`config.mk`:
```
export PLATFORM = sky130hd
export DESIGN_NAME = atpg_queue
export DESIGN_NICKNAME = d
export VERILOG_FILES = /design/src/hw/rtl/atpg_pkg.sv /design/src/hw/rtl/atpg_queue.sv
export SDC_FILE = /design/constraint.sdc
export NUM_CORES = 1
export LEC_CHECK = 0
export ABC_AREA = 0
export BUFFER_PORTS_ARGS = -buffer_cell sky130_fd_sc_hd__buf_2
export CAP_MARGIN = 20
export CORE_UTILIZATION = 40
export DETAILED_ROUTE_END_ITERATION = 10
export PLACE_DENSITY_LB_ADDON = 0.12
export SYNTH_ARGS = -nofsm -noshare
export SYNTH_HDL_FRONTEND = slang
export SYNTH_SLANG_ARGS = --single-unit
```
`constraint.sdc`:
```
create_clock -name clock -period 3.5 [get_ports clock]
set_input_delay 0.35 -clock clock [delete_from_list [all_inputs] [get_ports clock]]
set_output_delay 0.35 -clock clock [all_outputs]
set_load 0.03 [all_outputs]
```
`src/hw/rtl/atpg_pkg.sv`:
```
`default_nettype none

package atpg_pkg;

   localparam int COORD_W    = 12;
   localparam int FRAME_W    = 32;
   localparam int DIM_W      = 13;
   localparam int COLOUR_W   = 8;
   localparam int CSR_IDX_W  = 2;

   // cell and stripe geometry
   localparam int CELL_SHIFT = 5;
   localparam int CELL_W     = COORD_W - CELL_SHIFT;
   localparam int STRIPE_W   = 6;

   // frame_count / 5 by reciprocal; /10 is that quotient halved
   localparam logic [FRAME_W-1:0] RECIP_5 = 32'hCCCC_CCCD;
   localparam int RECIP_SHIFT = 34;
   localparam int Q5_W        = COLOUR_W + 1;

   localparam logic [COLOUR_W-1:0] CELL_STEP_RG = 8'd50;
   localparam logic [COLOUR_W-1:0] CELL_STEP_B  = 8'd30;
   localparam logic [COLOUR_W-1:0] LEVEL_WHITE  = 8'hFF;
   localparam logic [COLOUR_W-1:0] LEVEL_BLACK  = 8'h00;

   // gradient dividends: x*256, y*256 and (x+y)*128 are all this wide
   localparam int DVD_W = COORD_W + COLOUR_W;

   localparam int MAX_DIMENSION_DEF = 4096;
   localparam int QUEUE_DEPTH_DEF   = 4;
   localparam int WIDTH_RESET       = 800;
   localparam int HEIGHT_RESET      = 600;

   typedef enum logic [CSR_IDX_W-1:0] {
      CSR_PATTERN_MODE = 2'd0,
      CSR_FRAME_WIDTH  = 2'd1,
      CSR_FRAME_HEIGHT = 2'd2
   } csr_index_type;

   typedef struct packed {
      logic [COLOUR_W-1:0] red;
      logic [COLOUR_W-1:0] green;
      logic [COLOUR_W-1:0] blue;
   } pixel_type;

   typedef struct packed {
      logic                gradient;
      pixel_type           pixel;
      logic [COORD_W-1:0]  x;
      logic [COORD_W-1:0]  y;
      logic [COLOUR_W-1:0] shift;
   } entry_type;

   typedef struct packed {
      logic             gradient;
      logic [DIM_W-1:0] width;
      logic [DIM_W-1:0] height;
   } cfg_type;

endpackage

`default_nettype wire

```
`src/hw/rtl/atpg_queue.sv`:
```
`default_nettype none

module atpg_queue import atpg_pkg::*; #(
   parameter int DEPTH = QUEUE_DEPTH_DEF
) (
   input  logic      clock,
   input  logic      reset,
   input  logic      push,
   input  entry_type entry_in,
   output logic      full,
   input  logic      pop,
   output entry_type entry_out,
   output logic      empty
);

   localparam int PTR_W = (DEPTH > 1) ? $clog2(DEPTH) : 1;
   localparam int CNT_W = $clog2(DEPTH + 1);
   localparam logic [PTR_W-1:0] LAST_PTR = PTR_W'(DEPTH - 1);

   entry_type         slot_ff [DEPTH];
   logic [PTR_W-1:0]  wr_ptr_ff, wr_ptr_in;
   logic [PTR_W-1:0]  rd_ptr_ff, rd_ptr_in;
   logic [CNT_W-1:0]  count_ff, count_in;
   logic              do_push, do_pop;

   assign full      = (count_ff == CNT_W'(DEPTH));
   assign empty     = (count_ff == '0);
   assign do_push   = push && !full;
   assign do_pop    = pop && !empty;
   assign entry_out = slot_ff[rd_ptr_ff];

   always_comb begin
      wr_ptr_in = wr_ptr_ff;
      rd_ptr_in = rd_ptr_ff;
      count_in  = count_ff;
      if (do_push) begin
         wr_ptr_in = (wr_ptr_ff == LAST_PTR) ? '0 : wr_ptr_ff + 1'b1;
      end
      if (do_pop) begin
         rd_ptr_in = (rd_ptr_ff == LAST_PTR) ? '0 : rd_ptr_ff + 1'b1;
      end
      if (do_push && !do_pop) begin
         count_in = count_ff + 1'b1;
      end else if (do_pop && !do_push) begin
         count_in = count_ff - 1'b1;
      end
   end

   always_ff @(posedge clock) begin
      if (reset) begin
         wr_ptr_ff <= '0;
         rd_ptr_ff <= '0;
         count_ff  <= '0;
      end else begin
         wr_ptr_ff <= wr_ptr_in;
         rd_ptr_ff <= rd_ptr_in;
         count_ff  <= count_in;
      end
   end

   always_ff @(posedge clock) begin
      if (do_push) begin
         slot_ff[wr_ptr_ff] <= entry_in;
      end
   end

endmodule

`default_nettype wire

```
Word-level counts from Yosys, hierarchy flattened
Memory sizes are Yosys's and may differ from the RTL's. A register that Yosys moved wholly into a read port is not among the register bits.
Index checks and enable logic that the tools add are counted.
- flip-flop bits (word level): 7
- bits in writable memories: 228
- input bits: 61
- output and inout bits: 59
- logic and storage cells: 29
- memories: 1
- add/sub/neg operators: 4
- equal/unequal tests: 3
- mux-type cells: 8
- reduce and logical (&&, ||, !) cells: 10
- memory list (name ; depth ; bits a word ; read ports ; clocked after memory_dff ; write ports ; RTL line ; text):
    slot_ff ; 4 ; 57 ; 1 ; 1 ; 1 ; atpg_queue.sv:20 ; entry_type slot_ff [DEPTH];
- operators by type and width (operator ; number):
    two-way mux 2 bit ; 4
    two-way mux 3 bit ; 2
    adder 2 x 1 -> 2 bit, second input constant ; 2
    == test 2 bit, second input constant ; 2
    logical AND 1 bit ; 4
    zero test 1 bit ; 4
    adder 3 x 1 -> 3 bit, second input constant ; 1
    == test 3 bit, second input constant ; 1
    zero test 3 bit ; 1
    subtractor 3 x 1 -> 3 bit, second input constant ; 1
    two-way mux 1 bit ; 2
    nonzero test 2 bit ; 1

Longest topological paths before layout
- depth after elaboration: 7
- mapped depth: 10
- mapped depth without buffers: 9

Worst setup path after synthesis
OpenSTA, ideal clock, no wires.
- path kind: reg2reg
- start point: register count_ff[0]
- end point: memory slot_ff[1][0] (netlist bit), enable pin
- library setup time: 0.421 ns
- arrival: 2.079 ns
- required time: 3.079 ns
- slack: 1.000 ns
- cell stages (with the launch flop): 4
- path buffers: 1
- clock period less this slack: 2.500 ns
- cell sequence: dfxtp_1 > or3b_1 > buf_6 > and3_1
- longest elaborated chain between the ends: 5
- RTL lines (element ; RTL line ; text):
    from (decl) ; atpg_queue.sv:23 ; logic [CNT_W-1:0] count_ff, count_in;
    from (signal assigned) ; atpg_queue.sv:57 ; count_ff <= count_in;
    == test 3 bit ; atpg_queue.sv:26 ; assign full = (count_ff == CNT_W'(DEPTH));
    zero test 1 bit ; atpg_queue.sv:28 ; assign do_push = push && !full;
    logical AND 1 bit ; atpg_queue.sv:28 ;
    two-way mux 1 bit ; atpg_queue.sv:62 ; if (do_push) begin
    two-way mux 1 bit (not written as such) ; atpg_queue.sv:63 ; slot_ff[wr_ptr_ff] <= entry_in;
    to (decl) ; atpg_queue.sv:20 ;
No other way between the ends.

==> impl_metrics.toml <==
[synth]
yosysSeqAreaShare = 0.806
synth_area_per_cell_um2 = 25.1
synth_ff_type = "edfxtp_1"
synthArstFlopShare = 0
synth_edf_count = 228
syn-cell-area_mm2 = 0.00872
synthDistinctLibCells = 26
syn_nets = 415
ys_ff_latch = 237
synthCells = 347
yosys_warnings = 0

[critical_path]
end_kind = "primary output"
max_stage_delay_ps = 770
criticalPathCategory = "reg -> out"
cp_slowest_cell = "dfxtp_4"
cp.required_ps = 3150
crit_arrival_ps = 2390
ff2ff_path_depth = 9
startpoint_type = "flop"
path_max_fanout = 30
crit_chain = "buf_4, mux4_2, buf_2"

[min_path]
holdPathStages = 1
hold_class = "in -> reg"

[grt]
grt_pass1_vias = 4255
grt_pass1_wl_mm = 23.4
grt_usage = 0.141
antenna_found_initial = 1
overflow = 0
grt_max_degree = 58

[timing]
hold_viol = 0
fmax_ghz = 0.365
setup_violations = 0
slew_headroom = 0.377
fin_crit_ps = 2740
tightest_slew_ps = 935
setup_tns_ps = 0
maxSlewViolCount = 0
hold_slack_ps = 47.1
skew_ps = 9.41
timing.final.crit_share = 0.783
rsz0062_at_grt = "no"

[final_layout]
final_cells = 774
nFillCells = 1755
design_area_mm2 = 0.0103
drive_above_1_share = 0.442
syn_to_final_growth_pct = 18.6
nets = 548

[placement]
post-place-cells = 729
place.gp.congestion = 0.695
place_area_mm2 = 0.00961
port_buffers = 119
dp_hpwl_mm = 8.51

[power_and_ir_drop]
powerDensity_mw_per_mm2 = 752
ir_worst_vdd_mv = 0.368
p_leak_nw = 3.45

[clock_network]
clock_latency_ps = 510
cts_sinks = 237
tritoncts = "built"
path_clk_slew_ps = 60
cts_buffers = 24
cts_resized = 0
post-cts-setup-buffer-count = 0
ctsHoldBuffers = 0
htreeDepth = 1
cts_root_buf = "clkbuf_16"
clk_path_buf_depth = 3

[floorplanning]
die_w_um = 150
die_h_um = 150
num_rows = 53
io-pin-count = 120
fp.dieArea_mm2 = 0.0224
start_util = 0.411
core_area_mm2 = 0.0212

[route]
vias_per_cell = 5.05
vias = 3908
post_drt_wl_per_cell_um = 19.8
antenna_left = 0
routed_wl_mm = 15.3
first_pass_iters = 4
drc = 0
dr.first_iter.drc_count = 215

[job]
max_cap_viol_count = 0

[run_status]
run_status = "complete, no violations"
==> final cells by class <==
| type | count | area, um^2 | area share |
|---|---|---|---|
| antenna | 1 | 2.50 | 0.000242 |
| sequential | 237 | 7030 | 0.680 |
| timing repair buffer | 121 | 623 | 0.0603 |
| tap | 275 | 344 | 0.0333 |
| multi-input combinational | 91 | 1570 | 0.152 |
| clock inverter | 18 | 115 | 0.0111 |
| inverter | 5 | 37.5 | 0.00363 |
| clock buffer | 26 | 608 | 0.0588 |
==> metrics by stage <==
| stage | util | setup slack (ps) | power [mW] |
|---|---|---|---|
| floorplan | - | 1000 | 5.03 |
| global placement | 0.453 | 1250 | 5.54 |
| detailed placement | 0.453 | 1180 | 5.56 |
| CTS | 0.487 | 668 | 7.90 |
| global route | 0.487 | 583 | 8.10 |
| finish | 0.487 | 759 | 7.77 |
==> worst max-delay path: cells and delay by family (launching register included) <==
family,cells,cell delay (ps)
flip-flops,1,770
buffers and inverters,2,540
multiplexers,1,540
==> cell usage after synthesis (3+ instances only) <==
cell type | n | share of area
dfxtp_1 | 9 | 0.021
buf_6 | 5 | 0.0065
mux4_2 | 57 | 0.15
edfxtp_1 | 228 | 0.79
nor2_1 | 3 | 0.0013
buf_2 | 4 | 0.0023
inv_1 | 3 | 0.0013
clkbuf_1 | 3 | 0.0013
a21oi_1 | 3 | 0.0017
and3_1 | 4 | 0.0029
ha_1 | 6 | 0.0086
==> layer usage <==
metal  GRT usage  up-vias  routed length (um)
li1            -     1755                   -
met1       0.181     2037                6470
met2       0.237       92                7720
met3      0.0299       24                 815
met4      0.0480        0                 308
met5           0        -                   0
==> state kept, by name (all words and copies together) (netlist names), named ones only <==
name / count
wr_ptr_ff: 2
count_ff: 3
slot_ff: 228
rd_ptr_ff: 2
==> path summary, 6_finish.rpt <==
path / from / endpoint / slack (ps)
worst max-delay path: flop / entry_out[20] / 760
worst min-delay path: entry_in[0] / slot_ff[1][0]$_DFFE_PP_ / 50
worst max register to register: count_ff[0]$_SDFFE_PP0P_ / count_ff[2]$_SDFFE_PP0P_ / 1190
worst min register to register: rd_ptr_ff[0]$_SDFFE_PP0P_ / flop / 500
==> layout by cell type, fill, tap and decap left out, types with 3 or more instances in the layout <==
cell / count
clkinv_2: 4
clkbuf_16: 24
buf_2: 119
nor2_1: 3
a21oi_1: 3
dfxtp_1: 7
inv_1: 3
edfxtp_1: 228
and3_4: 4
mux4_2: 57
ha_1: 6
clkinv_1: 11
==> power by group <==
| part | total, mW | leakage, nW | switching, mW | internal, mW |
|---|---|---|---|---|
| clock network | 2.33 | 0.352 | 1.01 | 1.32 |
| logic | 1.81 | 0.937 | 1.10 | 0.710 |
| registers | 3.64 | 2.16 | 0.197 | 3.44 |
==> cell families (layout without fill, tap and decap cells) <==
group / count (synthesis) / count (layout) / share of synthesized area
fa+ha+maj: 7 / 7 / 0.0109
xor+xnor: 2 / 2 / 0.00201
flops: 237 / 237 / 0.806
simple gates: 16 / 16 / 0.0100
mux: 59 / 59 / 0.149
other cells: 0 / 1 / 0
buf+inv: 19 / 170 / 0.0161
compound gates: 7 / 7 / 0.00574
Power figures use the tool's default switching activity.
