[config.mk]
export PLATFORM = sky130hd
export DESIGN_NAME = atpg_front
export DESIGN_NICKNAME = d
export VERILOG_FILES = /design/src/hw/rtl/atpg_pkg.sv /design/src/hw/rtl/atpg_front.sv
export SDC_FILE = /design/constraint.sdc
export NUM_CORES = 1
export LEC_CHECK = 0
export BUFFER_PORTS_ARGS = -buffer_cell sky130_fd_sc_hd__buf_2
export CAP_MARGIN = 20
export CORE_UTILIZATION = 60
export DETAILED_ROUTE_END_ITERATION = 6
export GPL_ROUTABILITY_DRIVEN = 0
export PLACE_DENSITY_LB_ADDON = 0.2
export SYNTH_ARGS = -nofsm -noshare
export SYNTH_HDL_FRONTEND = slang
export SYNTH_SLANG_ARGS = --single-unit
[constraint.sdc]
create_clock -name clock -period 15.7 [get_ports clock]
set_input_delay 1.57 -clock clock [delete_from_list [all_inputs] [get_ports clock]]
set_output_delay 1.57 -clock clock [all_outputs]
set_load 0.02 [all_outputs]
[src/hw/rtl/atpg_pkg.sv]
`default_nettype none

package atpg_pkg;

   localparam int COORD_W    = 12;
   localparam int FRAME_W    = 32;
   localparam int DIM_W      = 13;
   localparam int COLOUR_W   = 8;
   localparam int CSR_IDX_W  = 2;

   // cell and stripe geometry
   localparam int CELL_SHIFT = 5;
   localparam int CELL_W     = COORD_W - CELL_SHIFT;
   localparam int STRIPE_W   = 6;

   // frame_count / 5 by reciprocal; /10 is that quotient halved
   localparam logic [FRAME_W-1:0] RECIP_5 = 32'hCCCC_CCCD;
   localparam int RECIP_SHIFT = 34;
   localparam int Q5_W        = COLOUR_W + 1;

   localparam logic [COLOUR_W-1:0] CELL_STEP_RG = 8'd50;
   localparam logic [COLOUR_W-1:0] CELL_STEP_B  = 8'd30;
   localparam logic [COLOUR_W-1:0] LEVEL_WHITE  = 8'hFF;
   localparam logic [COLOUR_W-1:0] LEVEL_BLACK  = 8'h00;

   // gradient dividends: x*256, y*256 and (x+y)*128 are all this wide
   localparam int DVD_W = COORD_W + COLOUR_W;

   localparam int MAX_DIMENSION_DEF = 4096;
   localparam int QUEUE_DEPTH_DEF   = 4;
   localparam int WIDTH_RESET       = 800;
   localparam int HEIGHT_RESET      = 600;

   typedef enum logic [CSR_IDX_W-1:0] {
      CSR_PATTERN_MODE = 2'd0,
      CSR_FRAME_WIDTH  = 2'd1,
      CSR_FRAME_HEIGHT = 2'd2
   } csr_index_type;

   typedef struct packed {
      logic [COLOUR_W-1:0] red;
      logic [COLOUR_W-1:0] green;
      logic [COLOUR_W-1:0] blue;
   } pixel_type;

   typedef struct packed {
      logic                gradient;
      pixel_type           pixel;
      logic [COORD_W-1:0]  x;
      logic [COORD_W-1:0]  y;
      logic [COLOUR_W-1:0] shift;
   } entry_type;

   typedef struct packed {
      logic             gradient;
      logic [DIM_W-1:0] width;
      logic [DIM_W-1:0] height;
   } cfg_type;

endpackage

`default_nettype wire

[src/hw/rtl/atpg_front.sv]
`default_nettype none

module atpg_front import atpg_pkg::*; (
   input  logic               clock,
   input  logic               reset,
   input  logic               req_valid,
   output logic               req_ready,
   input  logic [COORD_W-1:0] req_pixel_x,
   input  logic [COORD_W-1:0] req_pixel_y,
   input  logic [FRAME_W-1:0] req_frame_count,
   input  logic               gradient,
   input  logic               queue_full,
   output logic               queue_push,
   output entry_type          queue_entry
);

   logic                  a_vld_ff, a_vld_in;
   logic [COORD_W-1:0]    a_x_ff;
   logic [COORD_W-1:0]    a_y_ff;
   logic [COLOUR_W-1:0]   a_fc_ff;
   logic [Q5_W-1:0]       a_q5_ff;
   logic                  a_grad_ff;

   logic [2*FRAME_W-1:0]  prod;
   logic                  take;
   logic [CELL_W-1:0]     cx, cy;
   logic [CELL_W:0]       cell_sum;
   logic [COORD_W:0]      stripe_pos;
   logic                  even_cell;
   logic [COLOUR_W-1:0]   level;

   assign prod = {{FRAME_W{1'b0}}, req_frame_count} * {{FRAME_W{1'b0}}, RECIP_5};

   assign req_ready  = !a_vld_ff || !queue_full;
   assign take       = req_valid && req_ready;
   assign queue_push = a_vld_ff && !queue_full;

   always_comb begin
      a_vld_in = a_vld_ff;
      if (take) begin
         a_vld_in = 1'b1;
      end else if (queue_push) begin
         a_vld_in = 1'b0;
      end
   end

   always_ff @(posedge clock) begin
      if (reset) begin
         a_vld_ff <= 1'b0;
      end else begin
         a_vld_ff <= a_vld_in;
      end
   end

   always_ff @(posedge clock) begin
      if (take) begin
         a_x_ff    <= req_pixel_x;
         a_y_ff    <= req_pixel_y;
         a_fc_ff   <= req_frame_count[COLOUR_W-1:0];
         a_q5_ff   <= prod[RECIP_SHIFT+Q5_W-1:RECIP_SHIFT];
         a_grad_ff <= gradient;
      end
   end

   // classify and build the checkerboard colour; gradient work is left to the back end
   always_comb begin
      cx         = a_x_ff[COORD_W-1:CELL_SHIFT];
      cy         = a_y_ff[COORD_W-1:CELL_SHIFT];
      cell_sum   = {1'b0, cx} + {1'b0, cy};
      even_cell  = (cx[0] == cy[0]);
      stripe_pos = {1'b0, a_x_ff} + (COORD_W+1)'(a_q5_ff[STRIPE_W-1:0]);
      level      = stripe_pos[CELL_SHIFT] ? LEVEL_WHITE : LEVEL_BLACK;

      queue_entry.gradient = a_grad_ff;
      queue_entry.x        = a_x_ff;
      queue_entry.y        = a_y_ff;
      queue_entry.shift    = a_q5_ff[Q5_W-1:1];
      if (even_cell) begin
         queue_entry.pixel.red   = COLOUR_W'(cx * CELL_STEP_RG) + a_fc_ff;
         queue_entry.pixel.green = COLOUR_W'(cy * CELL_STEP_RG) + a_fc_ff;
         queue_entry.pixel.blue  = COLOUR_W'(cell_sum * CELL_STEP_B) + a_fc_ff;
      end else begin
         queue_entry.pixel.red   = level;
         queue_entry.pixel.green = level;
         queue_entry.pixel.blue  = level;
      end
   end

endmodule

`default_nettype wire

== Word-level counts from Yosys, hierarchy flattened ==
Cells that the tools add are included.

* $add $sub $neg: 5
* Eq/ne operators: 1
* Reduce and logical (&&, ||, !) cells: 6
* Multipliers: 4
* Multiplexer cells: 4

{| class="wikitable"
|+ Operators by type and width
! kind !! count
|-
| 32-bit by 32-bit multiplier with 43-bit output, second input constant || 1
|-
| 8-bit adder || 3
|-
| 24-bit two-way mux || 1
|-
| 7-bit by 5-bit multiplier with 7-bit output, second input constant || 2
|-
| 7-bit by 7-bit adder with 8-bit output || 1
|-
| 8-bit by 4-bit multiplier with 7-bit output, second input constant || 1
|-
| 8-bit two-way mux || 1
|-
| 6-bit adder || 1
|-
| 1-bit logical AND || 2
|-
| 1-bit zero test || 2
|-
| 1-bit two-way mux || 2
|-
| 2-bit nonzero test || 1
|-
| 1-bit == test || 1
|-
| 1-bit logical OR || 1
|}

* Bits in registers: 43
* Input port bits: 61
* Word-level logic and storage cells: 26

== Depth between registers and ports, before layout ==
* Word-level depth: 4
* Gate-level depth with buffers: 24
* Gate-level depth less buffers: 23

== Worst setup path after synthesis ==
No wires, ideal clock.

* Kind: input to register
* Start: input port req_frame_count[19]
* End: register a_q5_ff[6] (data pin)
* Library setup time: 260 ps
* Data required time: 15,440 ps
* Arrival time: 7,110 ps
* Stages on the path: 24
* Slack: 8,330 ps
* Path through: ha_1 -> inv_1 -> fa_1 -> inv_1 -> fa_1 -> inv_1 -> fa_1 -> inv_1 -> fa_1 -> fa_1 -> fa_1 -> inv_1 -> fa_1 -> inv_1 -> ha_1 -> buf_2 -> a21o_1 -> a21o_1 -> a21oi_1 -> o21a_1 -> o31ai_1 -> a21o_1 -> a41o_1 -> xor2_1

* Cells in the longest elaborated chain, start to end: 1

{| class="wikitable"
|+ Ends and longest elaborated chain
! what !! line !! RTL
|-
| start: declaration || atpg_front.sv:10 || <nowiki>input logic [FRAME_W-1:0] req_frame_count,</nowiki>
|-
| 32-bit by 32-bit multiplier with 43-bit output || atpg_front.sv:32 || <nowiki>assign prod = {{FRAME_W{1'b0}}, req_frame_count} * {{FRAME_W{1'b0}}, RECIP_5};</nowiki>
|-
| net prod[40] || atpg_front.sv:24 || <nowiki>logic [2*FRAME_W-1:0] prod;</nowiki>
|-
| end signal: assignment || atpg_front.sv:60 || <nowiki>a_q5_ff <= prod[RECIP_SHIFT+Q5_W-1:RECIP_SHIFT];</nowiki>
|-
| end: declaration || atpg_front.sv:21 || <nowiki>logic [Q5_W-1:0] a_q5_ff;</nowiki>
|}

The timed path passes the listed nets, and every way through them passes these cells.
A chain may end at the register's enable or synchronous reset.

== Final worst setup path ==
* Start: input port req_frame_count[1]
* End: register a_q5_ff[7] (data pin)

Same word-level chain as after synthesis.

==> flow_summary.ini <==
[worst_setup_path]
arrival_ns = 8.32
rr_endpoint = a_fc_ff[0]
ff2ff_path_depth = 2
startpoint = req_frame_count[1]
critPathCapture = a_q5_ff[7]
timing.rr.start = a_vld_ff
worst-setup-path-type = input port to flip-flop
crit_fanout = 8
cp-start-kind = input port
reg2reg_setup_slack_ns = 14.13
critical_path_required_ns = 15.74
end_kind = flip-flop

[yosys]
synthSimpleGateAreaFrac = 0.0280
synthTopCellsByArea = fa_1, ha_1, inv_1
synth_largest_area_cell = fa_1
synth_top_family_by_area = adder cells
ys_types = 46
synth-seq-cells = 43
syn_nets = 2072
synth-xor-area-share = 0.0755
synth_compound_area_frac = 0.0585
syn_inst = 1432
synth.area.mux_share = 0
synth_top_area_share = 0.407
ys_seq_area_frac = 0.0853
post_synth.cell_area_avg_sq_um = 10.5
yosysWarningCount = 0
synth_area_sq_um = 15000
synth_fa_ha_area_frac = 0.635

[detailed_routing]
drt_wl_total_microns = 37500
drc = 0
wl_per_cell_microns = 20.1
via_count = 10100
via_per_inst = 5.40
ant_nets = 0
dr.pass1.iters = 5
dr.first_iter.drc_count = 535

[clock_network]
clk_pin_slew_ns = 0.06
clock_latency_ns = 0.29
cts_tree = built
cts_resized = 0
htree_levels = 2
ctsHoldBuffers = 0
tritoncts.num_buffers = 5
cts_setup_buffers = 0
cts.sinks = 43
cts_root_buffer = clkbuf_16
clockBufferDepth = 2

[final_layout]
syn_to_final_growth_pct = 7.07
drive_above_1_share = 0.0884
num-nets-final = 2178
seqCellArea_sq_um = 1280
multi_input_area_sq_um = 12000
antennaDiodeCount = 0
final_cells = 1863
n_fill_cell = 1939

[sta]
finalMaxSlewViolations = 0
maxSlewHeadroom = 0.351
setup_viol = 0
fin_crit_ns = 8.29
hold_viol = 0
rsz0062_at_grt = false
setup_tns_ns = 0
worstMarginPinSlew_ns = 0.974
fmax_mhz = 121
hold_ws_ns = 0.512
finalCritPeriodShare = 0.528
skew_ns = 0.00426

[global_routing]
grt_max_degree = 43
grt.busiest_layer = met2
grt.overflow.total = 0
use_met1 = 0.401
grt_pass1_vias = 10900
grt_antenna_before_repair = 0
grtUsageMet3 = 0.0857
grt_use_total = 0.310
grt_pass1_wl_microns = 59300
use_met2 = 0.502

[placed_design]
port_buffers = 119
dp_cells = 1855
dp_hpwl_microns = 34300

[run]
maxCapViolations = 0

[floorplan]
die_width_microns = 160
core_sq_um = 24500
num_rows = 57
pin_count = 120
dieArea_sq_um = 25700
start_util = 0.614
die_y_microns = 160

[run_status]
status = completed

[min_path]
hold_class = flip-flop to flip-flop
-- Yosys cell counts, drive strengths merged --
master   count
dfxtp        1
inv        438
fa         305
nand2       28
a22o         2
xor2        50
and2         7
nand2b       4
nor2b        3
a221o        1
o211ai       1
xnor3        1
ha         274
or2          1
nor3         4
o21bai       3
a41o         2
nor3b        1
a31oi        3
edfxtp      42
a211oi       3
clkbuf       9
o21ai       38
o2111ai      1
a21o        38
and3         2
nor2        14
o21a         2
o31ai        1
a21oi       42
buf         12
nand4b       1
xnor2       73
a2111oi      2
nand3        9
a22oi        1
nand4       12
a31o         1
-- cells in the final DEF (no fill, tap or decap), drive strengths merged, types with 2 or more instances in the layout --
| master | netlist | final |
|---|---|---|
| inv | 438 | 439 |
| fa | 305 | 305 |
| ha | 274 | 274 |
| buf | 12 | 120 |
| xnor2 | 73 | 73 |
| xor2 | 50 | 50 |
| edfxtp | 42 | 42 |
| a21oi | 42 | 42 |
| a21o | 38 | 38 |
| o21ai | 38 | 38 |
| nand2 | 28 | 28 |
| nor2 | 14 | 14 |
| nand4 | 12 | 12 |
| nand3 | 9 | 9 |
| and2 | 7 | 7 |
| clkbuf | 9 | 5 |
| nand2b | 4 | 4 |
| nor3 | 4 | 4 |
| o21bai | 3 | 3 |
| a211oi | 3 | 3 |
| a31oi | 3 | 3 |
| nor2b | 3 | 3 |
| a22o | 2 | 2 |
| and3 | 2 | 2 |
| o21a | 2 | 2 |
| a41o | 2 | 2 |
| a2111oi | 2 | 2 |
-- area by class of cell --
cell class / count / area share
Inverter: 438 / 0.102
Sequential cell: 43 / 0.0797
Tap cell: 324 / 0.0252
Clock buffer: 5 / 0.00778
Clock inverter: 3 / 0.00296
Timing Repair Buffer: 120 / 0.0375
Multi-Input combinational cell: 930 / 0.745
-- worst max-delay path: stages --
cell and delay (ns):
buf_2 0.16, ha_1 0.50, xor2_1 0.23, ha_1 0.27
or2_2 0.32, fa_1 0.63, fa_1 0.50, fa_1 0.56
fa_1 0.44, fa_1 0.49, inv_1 0.05, fa_1 0.47
inv_1 0.04, ha_1 0.34, and3_1 0.22, nand4_1 0.15
a2111oi_0 0.75, a21oi_1 0.31, o21ai_1 0.22, xor2_1 0.09
-- sequential cells by signal, indices dropped and copies added (netlist names) --
register   cells
a_vld_ff       1
a_x_ff        12
a_q5_ff        9
a_y_ff        12
a_fc_ff        8
a_grad_ff      1
-- per-stage QoR --
step	area, sq um	utilization	worst slack, ns
floorplan	15000	-	8.33
global placement	15900	0.650	7.31
detailed placement	15900	0.650	7.21
CTS	16100	0.657	7.48
global route	16100	0.657	7.19
finish	16100	0.657	7.41
-- worst min path at each step --
| stage | start | endpoint | slack (ns) | cells after the start |
|---|---|---|---|---|
| floorplan | a_vld_ff | a_vld_ff | 0.47 | 2 |
| global placement | a_vld_ff | a_vld_ff | 0.48 | 2 |
| detailed placement | a_vld_ff | a_vld_ff | 0.50 | 2 |
| CTS | a_vld_ff | a_vld_ff | 0.52 | 2 |
| global route | a_vld_ff | a_vld_ff | 0.55 | 2 |
| finish | a_vld_ff | a_vld_ff | 0.51 | 2 |
-- metal layers --
metal | share of wire | vias to the layer above
met4 | 0.039 | 0
met1 | 0.40 | 5026
li1 | - | 4590
met2 | 0.48 | 377
met3 | 0.083 | 70
met5 | 0 | -
-- logic make-up after synthesis --
logic type | after synthesis
adders and majority gates | 579
buffers and inverters | 459
AOI/OAI and AO/OA | 141
xor gates and xnor gates | 124
and+or+nand+nor | 86
DFF | 43
Power is left out: the tool's default activity adds up to more than one toggle a clock period on the data nets, which glitch-free logic cannot reach.
