**config.mk**
```make
export PLATFORM = sky130hd
export DESIGN_NAME = atpg_back
export DESIGN_NICKNAME = d
export VERILOG_FILES = /design/src/hw/rtl/atpg_pkg.sv /design/src/hw/rtl/atpg_div_lane.sv /design/src/hw/rtl/atpg_back.sv
export SDC_FILE = /design/constraint.sdc
export NUM_CORES = 2
export LEC_CHECK = 0
export ABC_AREA = 1
export BUFFER_PORTS_ARGS = -buffer_cell sky130_fd_sc_hd__buf_2
export CAP_MARGIN = 20
export CORE_MARGIN = 4
export CORE_UTILIZATION = 50
export CTS_BUF_LIST = sky130_fd_sc_hd__clkbuf_2 sky130_fd_sc_hd__clkbuf_4 sky130_fd_sc_hd__clkbuf_8
export DETAILED_ROUTE_END_ITERATION = 8
export HOLD_SLACK_MARGIN = 0.12
export PLACE_DENSITY = 0.65
export SYNTH_ARGS = -nofsm -noshare
export SYNTH_HDL_FRONTEND = slang
export SYNTH_SLANG_ARGS = --single-unit
export TNS_END_PERCENT = 30
```
**constraint.sdc**
```tcl
create_clock -name clock -period 91.9 [get_ports clock]
set_clock_uncertainty 0.2 [all_clocks]
set_input_delay 4.595 -clock clock [delete_from_list [all_inputs] [get_ports clock]]
set_output_delay 4.595 -clock clock [all_outputs]
set_load 0.05 [all_outputs]
```
**src/hw/rtl/atpg_pkg.sv**
```systemverilog
`default_nettype none

package atpg_pkg;

   localparam int COORD_W    = 12;
   localparam int FRAME_W    = 32;
   localparam int DIM_W      = 13;
   localparam int COLOUR_W   = 8;
   localparam int CSR_IDX_W  = 2;

   // cell and stripe geometry
   localparam int CELL_SHIFT = 5;
   localparam int CELL_W     = COORD_W - CELL_SHIFT;
   localparam int STRIPE_W   = 6;

   // frame_count / 5 by reciprocal; /10 is that quotient halved
   localparam logic [FRAME_W-1:0] RECIP_5 = 32'hCCCC_CCCD;
   localparam int RECIP_SHIFT = 34;
   localparam int Q5_W        = COLOUR_W + 1;

   localparam logic [COLOUR_W-1:0] CELL_STEP_RG = 8'd50;
   localparam logic [COLOUR_W-1:0] CELL_STEP_B  = 8'd30;
   localparam logic [COLOUR_W-1:0] LEVEL_WHITE  = 8'hFF;
   localparam logic [COLOUR_W-1:0] LEVEL_BLACK  = 8'h00;

   // gradient dividends: x*256, y*256 and (x+y)*128 are all this wide
   localparam int DVD_W = COORD_W + COLOUR_W;

   localparam int MAX_DIMENSION_DEF = 4096;
   localparam int QUEUE_DEPTH_DEF   = 4;
   localparam int WIDTH_RESET       = 800;
   localparam int HEIGHT_RESET      = 600;

   typedef enum logic [CSR_IDX_W-1:0] {
      CSR_PATTERN_MODE = 2'd0,
      CSR_FRAME_WIDTH  = 2'd1,
      CSR_FRAME_HEIGHT = 2'd2
   } csr_index_type;

   typedef struct packed {
      logic [COLOUR_W-1:0] red;
      logic [COLOUR_W-1:0] green;
      logic [COLOUR_W-1:0] blue;
   } pixel_type;

   typedef struct packed {
      logic                gradient;
      pixel_type           pixel;
      logic [COORD_W-1:0]  x;
      logic [COORD_W-1:0]  y;
      logic [COLOUR_W-1:0] shift;
   } entry_type;

   typedef struct packed {
      logic             gradient;
      logic [DIM_W-1:0] width;
      logic [DIM_W-1:0] height;
   } cfg_type;

endpackage

`default_nettype wire

```
**src/hw/rtl/atpg_div_lane.sv**
```systemverilog
`default_nettype none

// Restoring divider, one quotient bit per stage; keeps the low QUO_W bits of the quotient.
module atpg_div_lane import atpg_pkg::*; #(
   parameter int NUM_W = DVD_W,
   parameter int DEN_W = DIM_W,
   parameter int QUO_W = COLOUR_W
) (
   input  logic             clock,
   input  logic             enable,
   input  logic [NUM_W-1:0] dividend,
   input  logic [DEN_W-1:0] divisor,
   output logic [QUO_W-1:0] quotient
);

   localparam int STAGES = NUM_W;

   logic [DEN_W-1:0] rem_ff [STAGES];
   logic [NUM_W-1:0] num_ff [STAGES];
   logic [QUO_W-1:0] quo_ff [STAGES];

   for (genvar s = 0; s < STAGES; s++) begin : g_stage
      logic [DEN_W-1:0] rem_prev, rem_in;
      logic [NUM_W-1:0] num_prev, num_in;
      logic [QUO_W-1:0] quo_prev, quo_in;
      logic [DEN_W:0]   trial, diff;
      logic             fits;

      if (s == 0) begin : g_first
         assign rem_prev = '0;
         assign num_prev = dividend;
         assign quo_prev = '0;
      end else begin : g_next
         assign rem_prev = rem_ff[s-1];
         assign num_prev = num_ff[s-1];
         assign quo_prev = quo_ff[s-1];
      end

      // remainder stays below the divisor, so the trial fits in DEN_W+1 bits
      assign trial  = {rem_prev, num_prev[NUM_W-1]};
      assign diff   = trial - {1'b0, divisor};
      assign fits   = (trial >= {1'b0, divisor});
      assign rem_in = fits ? diff[DEN_W-1:0] : trial[DEN_W-1:0];
      assign num_in = {num_prev[NUM_W-2:0], 1'b0};
      assign quo_in = {quo_prev[QUO_W-2:0], fits};

      always_ff @(posedge clock) begin
         if (enable) begin
            rem_ff[s] <= rem_in;
            num_ff[s] <= num_in;
            quo_ff[s] <= quo_in;
         end
      end
   end

   assign quotient = quo_ff[STAGES-1];

endmodule

`default_nettype wire

```
**src/hw/rtl/atpg_back.sv**
```systemverilog
`default_nettype none

module atpg_back import atpg_pkg::*; (
   input  logic                clock,
   input  logic                reset,
   input  cfg_type             cfg,
   input  logic                queue_empty,
   input  entry_type           queue_entry,
   output logic                queue_pop,
   output logic                rsp_valid,
   input  logic                rsp_ready,
   output logic [COLOUR_W-1:0] rsp_red,
   output logic [COLOUR_W-1:0] rsp_green,
   output logic [COLOUR_W-1:0] rsp_blue
);

   localparam int STAGES = DVD_W;

   typedef struct packed {
      logic                gradient;
      pixel_type           pixel;
      logic [COLOUR_W-1:0] shift;
   } side_type;

   logic                vld_ff  [STAGES];
   side_type            side_ff [STAGES];
   logic                out_vld_ff;
   pixel_type           out_pix_ff, out_pix_in;
   logic                adv;
   logic [COORD_W:0]    xy_sum;
   logic [DIM_W:0]      wh_sum;
   logic [COLOUR_W-1:0] quo_red, quo_green, quo_blue;
   side_type            side_last;

   assign adv       = !out_vld_ff || rsp_ready;
   assign queue_pop = adv && !queue_empty;

   assign xy_sum = {1'b0, queue_entry.x} + {1'b0, queue_entry.y};
   assign wh_sum = {1'b0, cfg.width} + {1'b0, cfg.height};

   atpg_div_lane #(.NUM_W(DVD_W), .DEN_W(DIM_W), .QUO_W(COLOUR_W)) u_div_red (
      .clock    (clock),
      .enable   (adv),
      .dividend ({queue_entry.x, {COLOUR_W{1'b0}}}),
      .divisor  (cfg.width),
      .quotient (quo_red)
   );

   atpg_div_lane #(.NUM_W(DVD_W), .DEN_W(DIM_W), .QUO_W(COLOUR_W)) u_div_green (
      .clock    (clock),
      .enable   (adv),
      .dividend ({queue_entry.y, {COLOUR_W{1'b0}}}),
      .divisor  (cfg.height),
      .quotient (quo_green)
   );

   atpg_div_lane #(.NUM_W(DVD_W), .DEN_W(DIM_W+1), .QUO_W(COLOUR_W)) u_div_blue (
      .clock    (clock),
      .enable   (adv),
      .dividend ({xy_sum, {(COLOUR_W-1){1'b0}}}),
      .divisor  (wh_sum),
      .quotient (quo_blue)
   );

   // side line runs alongside the divider stages
   for (genvar s = 0; s < STAGES; s++) begin : g_side
      logic     vld_prev;
      side_type side_prev;

      if (s == 0) begin : g_first
         assign vld_prev  = !queue_empty;
         assign side_prev = '{gradient: queue_entry.gradient,
                              pixel:    queue_entry.pixel,
                              shift:    queue_entry.shift};
      end else begin : g_next
         assign vld_prev  = vld_ff[s-1];
         assign side_prev = side_ff[s-1];
      end

      always_ff @(posedge clock) begin
         if (reset) begin
            vld_ff[s] <= 1'b0;
         end else if (adv) begin
            vld_ff[s] <= vld_prev;
         end
      end

      always_ff @(posedge clock) begin
         if (adv) begin
            side_ff[s] <= side_prev;
         end
      end
   end

   assign side_last = side_ff[STAGES-1];

   always_comb begin
      if (side_last.gradient) begin
         out_pix_in.red   = quo_red + side_last.shift;
         out_pix_in.green = quo_green + side_last.shift;
         out_pix_in.blue  = quo_blue + side_last.shift;
      end else begin
         out_pix_in = side_last.pixel;
      end
   end

   always_ff @(posedge clock) begin
      if (reset) begin
         out_vld_ff <= 1'b0;
      end else if (adv) begin
         out_vld_ff <= vld_ff[STAGES-1];
      end
   end

   always_ff @(posedge clock) begin
      if (adv) begin
         out_pix_ff <= out_pix_in;
      end
   end

   assign rsp_valid = out_vld_ff;
   assign rsp_red   = out_pix_ff.red;
   assign rsp_green = out_pix_ff.green;
   assign rsp_blue  = out_pix_ff.blue;

endmodule

`default_nettype wire

```
; Yosys cells after proc, flatten, opt, wreduce, memory -nomap -nowiden
; Memories as Yosys holds them, arrays and structs flattened. A register that Yosys moved wholly into a read port is not among the register bits.
; Cells that the tools add are included.
[totals]
ff_bits = 24
latchBits = 0
ram_bits = 3100
mem_bits_ro = 0
inputBits = 88
out_inout_bits = 26
word_cells = 250
n_memories = 11
[op_classes]
n_addsub = 65
mul = 0
div = 0
n_lt_le_gt_ge = 60
eq_ne = 0
n_shift = 0
muxes = 87
bitwise = 20
reduce_logical = 4
[memory_table]
columns = name, words, word_bits, read_ports, rd_ports_with_merged_regs, write_ports, line_no
row1 = side_ff, 20, 33, 20, 0, 20, atpg_back.sv:26  ; side_type side_ff [STAGES];
row2 = u_div_blue.num_ff, 20, 19, 19, 0, 20, atpg_div_lane.sv:19  ; logic [NUM_W-1:0] num_ff [STAGES];
row3 = u_div_green.num_ff, 20, 19, 19, 0, 20, atpg_div_lane.sv:19
row4 = u_div_red.num_ff, 20, 19, 19, 0, 20, atpg_div_lane.sv:19
row5 = u_div_blue.rem_ff, 20, 14, 19, 0, 20, atpg_div_lane.sv:18  ; logic [DEN_W-1:0] rem_ff [STAGES];
row6 = u_div_green.rem_ff, 20, 13, 19, 0, 20, atpg_div_lane.sv:18
row7 = +5 memories, -, -, -, -, -, -
[op_table]
columns = op, count
row1 = $ge 14x13->1, 38
row2 = $mux 13, 40
row3 = $sub 13x13->13, 38
row4 = $ge 15x14->1, 19
row5 = $mux 14, 20
row6 = $sub 14x14->14, 19
row7 = $ge 1x13->1, 2
row8 = $mux 1, 26
row9 = $sub 1x13->13, 2
row10 = $add 8x8->8, 3
row11 = $mux 24, 1
row12 = $or 1x1->1, 20
row13 = $add 13x13->14, 1
row14 = $ge 1x14->1, 1
row15 = $sub 1x14->14, 1
row16 = $add 12x12->13, 1
row17 = $logic_not 1->1, 2
row18 = $logic_and 1x1->1, 1
row19 = $logic_or 1x1->1, 1

; Depth between registers and ports, before layout
[depth]
depth_word = 6
mapped_depth = 23
ltp_nobuf = 23

; By module
; Synthesis repeated with hierarchy kept, for this count alone.
[unflattened]
hier_cells = 13864
hier_area_um2 = 126206.0
[modules_own_cells]
columns = module, n_inst, cells_each, area_each_um2, seq_area_each_um2
row1 = atpg_div_lane (u_div_blue), 1, 4274, 35511.6, 14774.2
row2 = atpg_div_lane (u_div_green), 1, 4163, 33462.1, 14203.6
row3 = atpg_div_lane (u_div_red), 1, 4172, 33240.6, 14203.6
row4 = atpg_back, 1, 1255, 23991.8, 21160.3

; Least setup slack after synthesis
; No wires, ideal clock.
[synth_path]
kind = input -> register
start = in rsp_ready
end = mem vld_ff[0] (data pin)
setup_ns = 0.144
t_arrival_ns = 40.610
required_time_ns = 91.556
slack_ns = 50.946
path_stages = 5
n_path_buf = 1
cell_sequence = nor2_1 inv_1 nand2_1 clkbuf_1 nor2_1
[synth_lines]
columns = element, line_no
row1 = start: declaration, atpg_back.sv:11  ; input logic rsp_ready,
row2 = end: declaration, atpg_back.sv:25  ; logic vld_ff [STAGES];

; Final worst setup path
[layout_path]
start = in rsp_ready
end = out queue_pop
[layout_between]
elab_chain_len = 2
[layout_lines]
columns = element, line_no
row1 = $logic_or 1x1->1, atpg_back.sv:35  ; assign adv = !out_vld_ff || rsp_ready;
row2 = $logic_and 1x1->1, atpg_back.sv:36  ; assign queue_pop = adv && !queue_empty;
row3 = end: declaration, atpg_back.sv:9  ; output logic queue_pop,
; Every way passes these cells.

==> run metrics <==
FF-to-FF Start rsp_valid; H-tree depth 5; Die X 454 um; core area 198000 um^2; Mapped Area 99700 um^2; DR iter-0 viols 5158; Netlist cell types 58; final core utilization 0.552; clock sinks 1783; routed via count 69900; I/O pin count 114; Synth top area share 0.537; count of final hold-check violations 0; Area Growth Syn to Fin 9.58%; initial core utilization 0.504; Detail Placement HPWL 154000 um; Avg Cell Area, Syn 10.5 um^2; Total GRT Usage 0.215; final setup fails 0; hold buffers post-CTS 0; pin count of the biggest net entering global routing 185; later-pin clock latency in the skew report 1.05 ns; RSZ-0062 raised after global routing no; Final period util 0.110; initial antenna violation count 4; placer congestion estimate 0.914; Critical path origin rsp_ready; drt drc 0; status finished, final reports clean; Port Buffers 112; CP Class in2out; fin. max-slew vios 0; ranking of synthesized cells by area edfxtp_1 (54%), ha_1 (9.0%), nand2_1 (6.8%); Syn Inst Count 9507; CTS tree yes; FILL cells 16900; Slew HR 0.262; vias per cell 5.51; CP endpoint kind primary output; YS warnings 0; min cycle time layout 10.13 ns; PD cells 30.9 nW/um^2; CTS Buf Count 324; part of the Yosys area used for sequential elements 0.537; worst slack at placement 81.77 ns; highest clock rate 98.7 MHz; area of the multi-input gates 42200 um^2; global-route wire length before repair 355000 um; cts repair resizes 0; Hold WC Path Type reg2reg; Post-Route WL 227000 um; final setup TNS 0 ns; setup ws final 81.77 ns; crit path max fanout 3; Yosys reg bits 1783; nets@finish 10700; # Post-CTS Setup Buffers 0; fraction of layout cells with a size suffix above 1 0.103; Worst setup SP type input pin; Worst Hold Launch side_ff[3][84]; post-synth top area cell edfxtp_1; slew at the pin with the worst max-slew slack 1.11 ns; peak supply drop 0.0144 mV; Leak 47.0 nW; Worst Path Arrival 5.33 ns; vias in the first global route 67100; clock slew at reported path FFs 0.06 ns; Worst EP required 87.11 ns; GRT overflow 0; num rows 163; root buf cell clkbuf_8; Max Cap Violations 0; Final ANT Viol Nets 0; Longest Clk Path Bufs 4; die area 207000 um^2; 1st-pass router iterations 6; Register Area 53500 um^2; Net Count, Synth 10400; die height 454 um; WL per Instance 17.8 um
flip-flops by register name, indices dropped and copies added (netlist names):
name / flops
side_ff: 660
u_div_blue.rem_ff: 266
u_div_green.rem_ff: 247
u_div_red.rem_ff: 247
u_div_blue.num_ff: 78
u_div_green.num_ff: 66
u_div_red.num_ff: 66
u_div_blue.quo_ff: 36
u_div_green.quo_ff: 36
u_div_red.quo_ff: 36
vld_ff: 20
rsp_blue: 8
rsp_green: 8
rsp_red: 8
rsp_valid: 1
critical path, cell delays in order:
cell	delay [ns]
buf_2	0.09
nor2_1	0.35
nor2_1	0.07
buf_2	0.22
final cells by class:
| class | count | area share |
|---|---|---|
| Sequential cell | 1783 | 0.490 |
| Multi-Input combinational cell | 6795 | 0.386 |
| Clock buffer | 415 | 0.0474 |
| Tap cell | 2640 | 0.0302 |
| Inverter | 747 | 0.0257 |
| Timing Repair Buffer | 178 | 0.0106 |
| Clock inverter | 137 | 0.00945 |
| Antenna cell | 7 | 0.000160 |
kinds of logic after synthesis:
kind of cell,count (synthesis),synth area share
compound gates,1658,0.0935
xor+xnor,619,0.0572
fa+ha+maj,773,0.102
buf+inv,929,0.0400
flops,1783,0.537
mux,1,0.000113
simple gates,3744,0.171
stage by stage:
stage	power (mW)	instance area, um^2	cells	hold slack [ns]
after CTS	3.39	109000	12700	0.164
after floorplan	2.33	99700	9507	0.200
final	3.37	109000	12700	0.174
after global routing	3.63	109000	12700	0.164
after detailed placement	2.63	103000	12100	0.205
after global placement	2.60	103000	12100	0.200
routing by layer:
layer / routed length (um) / part of all wire / track usage
met1: 99400 / 0.44 / 0.287
met2: 106000 / 0.47 / 0.355
met4: 8440 / 0.037 / 0.0827
met5: 0 / 0 / 0
met3: 12400 / 0.055 / 0.0340
cells in the mapped netlist, drive strengths merged:
library cell / number
nand2: 1949
edfxtp: 1782
a21oi: 1022
nor2: 926
inv: 744
ha: 714
nand3: 406
o21ai: 352
nand4: 345
xor2: 334
xnor2: 267
buf: 157
fa: 59
a31oi: 58
a21o: 43
nor3: 42
nand3b: 40
o2111ai: 37
o21bai: 36
a31o: 26
clkbuf: 25
a21boi: 22
o21a: 22
xor3: 18
o221ai: 14
nor4: 13
or2: 9
a211oi: 8
nor3b: 8
o31ai: 7
a41oi: 6
nor4b: 6
a221oi: 3
clkinv: 3
a2111oi: 1
dfxtp: 1
mux2: 1
o41ai: 1
placed cells by master (no fill, tap or decap), types with 325 or more instances in the layout:
| cell | synthesis | layout |
|---|---|---|
| nand2_1 | 1810 | 1810 |
| edfxtp_1 | 1782 | 1782 |
| a21oi_1 | 997 | 996 |
| nor2_1 | 896 | 896 |
| inv_1 | 727 | 717 |
| ha_1 | 714 | 714 |
| nand3_1 | 345 | 345 |
| xor2_1 | 334 | 332 |
| clkbuf_8 | 0 | 330 |
| o21ai_0 | 326 | 326 |
| nand4_1 | 325 | 325 |
power by group:
group          total [mW]  internal (mW)  switching, mW
clock               0.732          0.412          0.321
combinational        1.36          0.516          0.845
sequential           1.28           1.17          0.110
total                3.37           2.09           1.28
final timing paths:
| kind | depth (start not counted) | slack (ns) | endpoint |
|---|---|---|---|
| min reg2reg | 0 | 0.17 | side_ff[3][117] |
| min | 0 | 0.17 | side_ff[3][117] |
| max reg2reg | 7 | 86.54 | side_ff[0][5] |
| max | 4 | 81.77 | queue_pop |
Power figures use the tool's default switching activity.
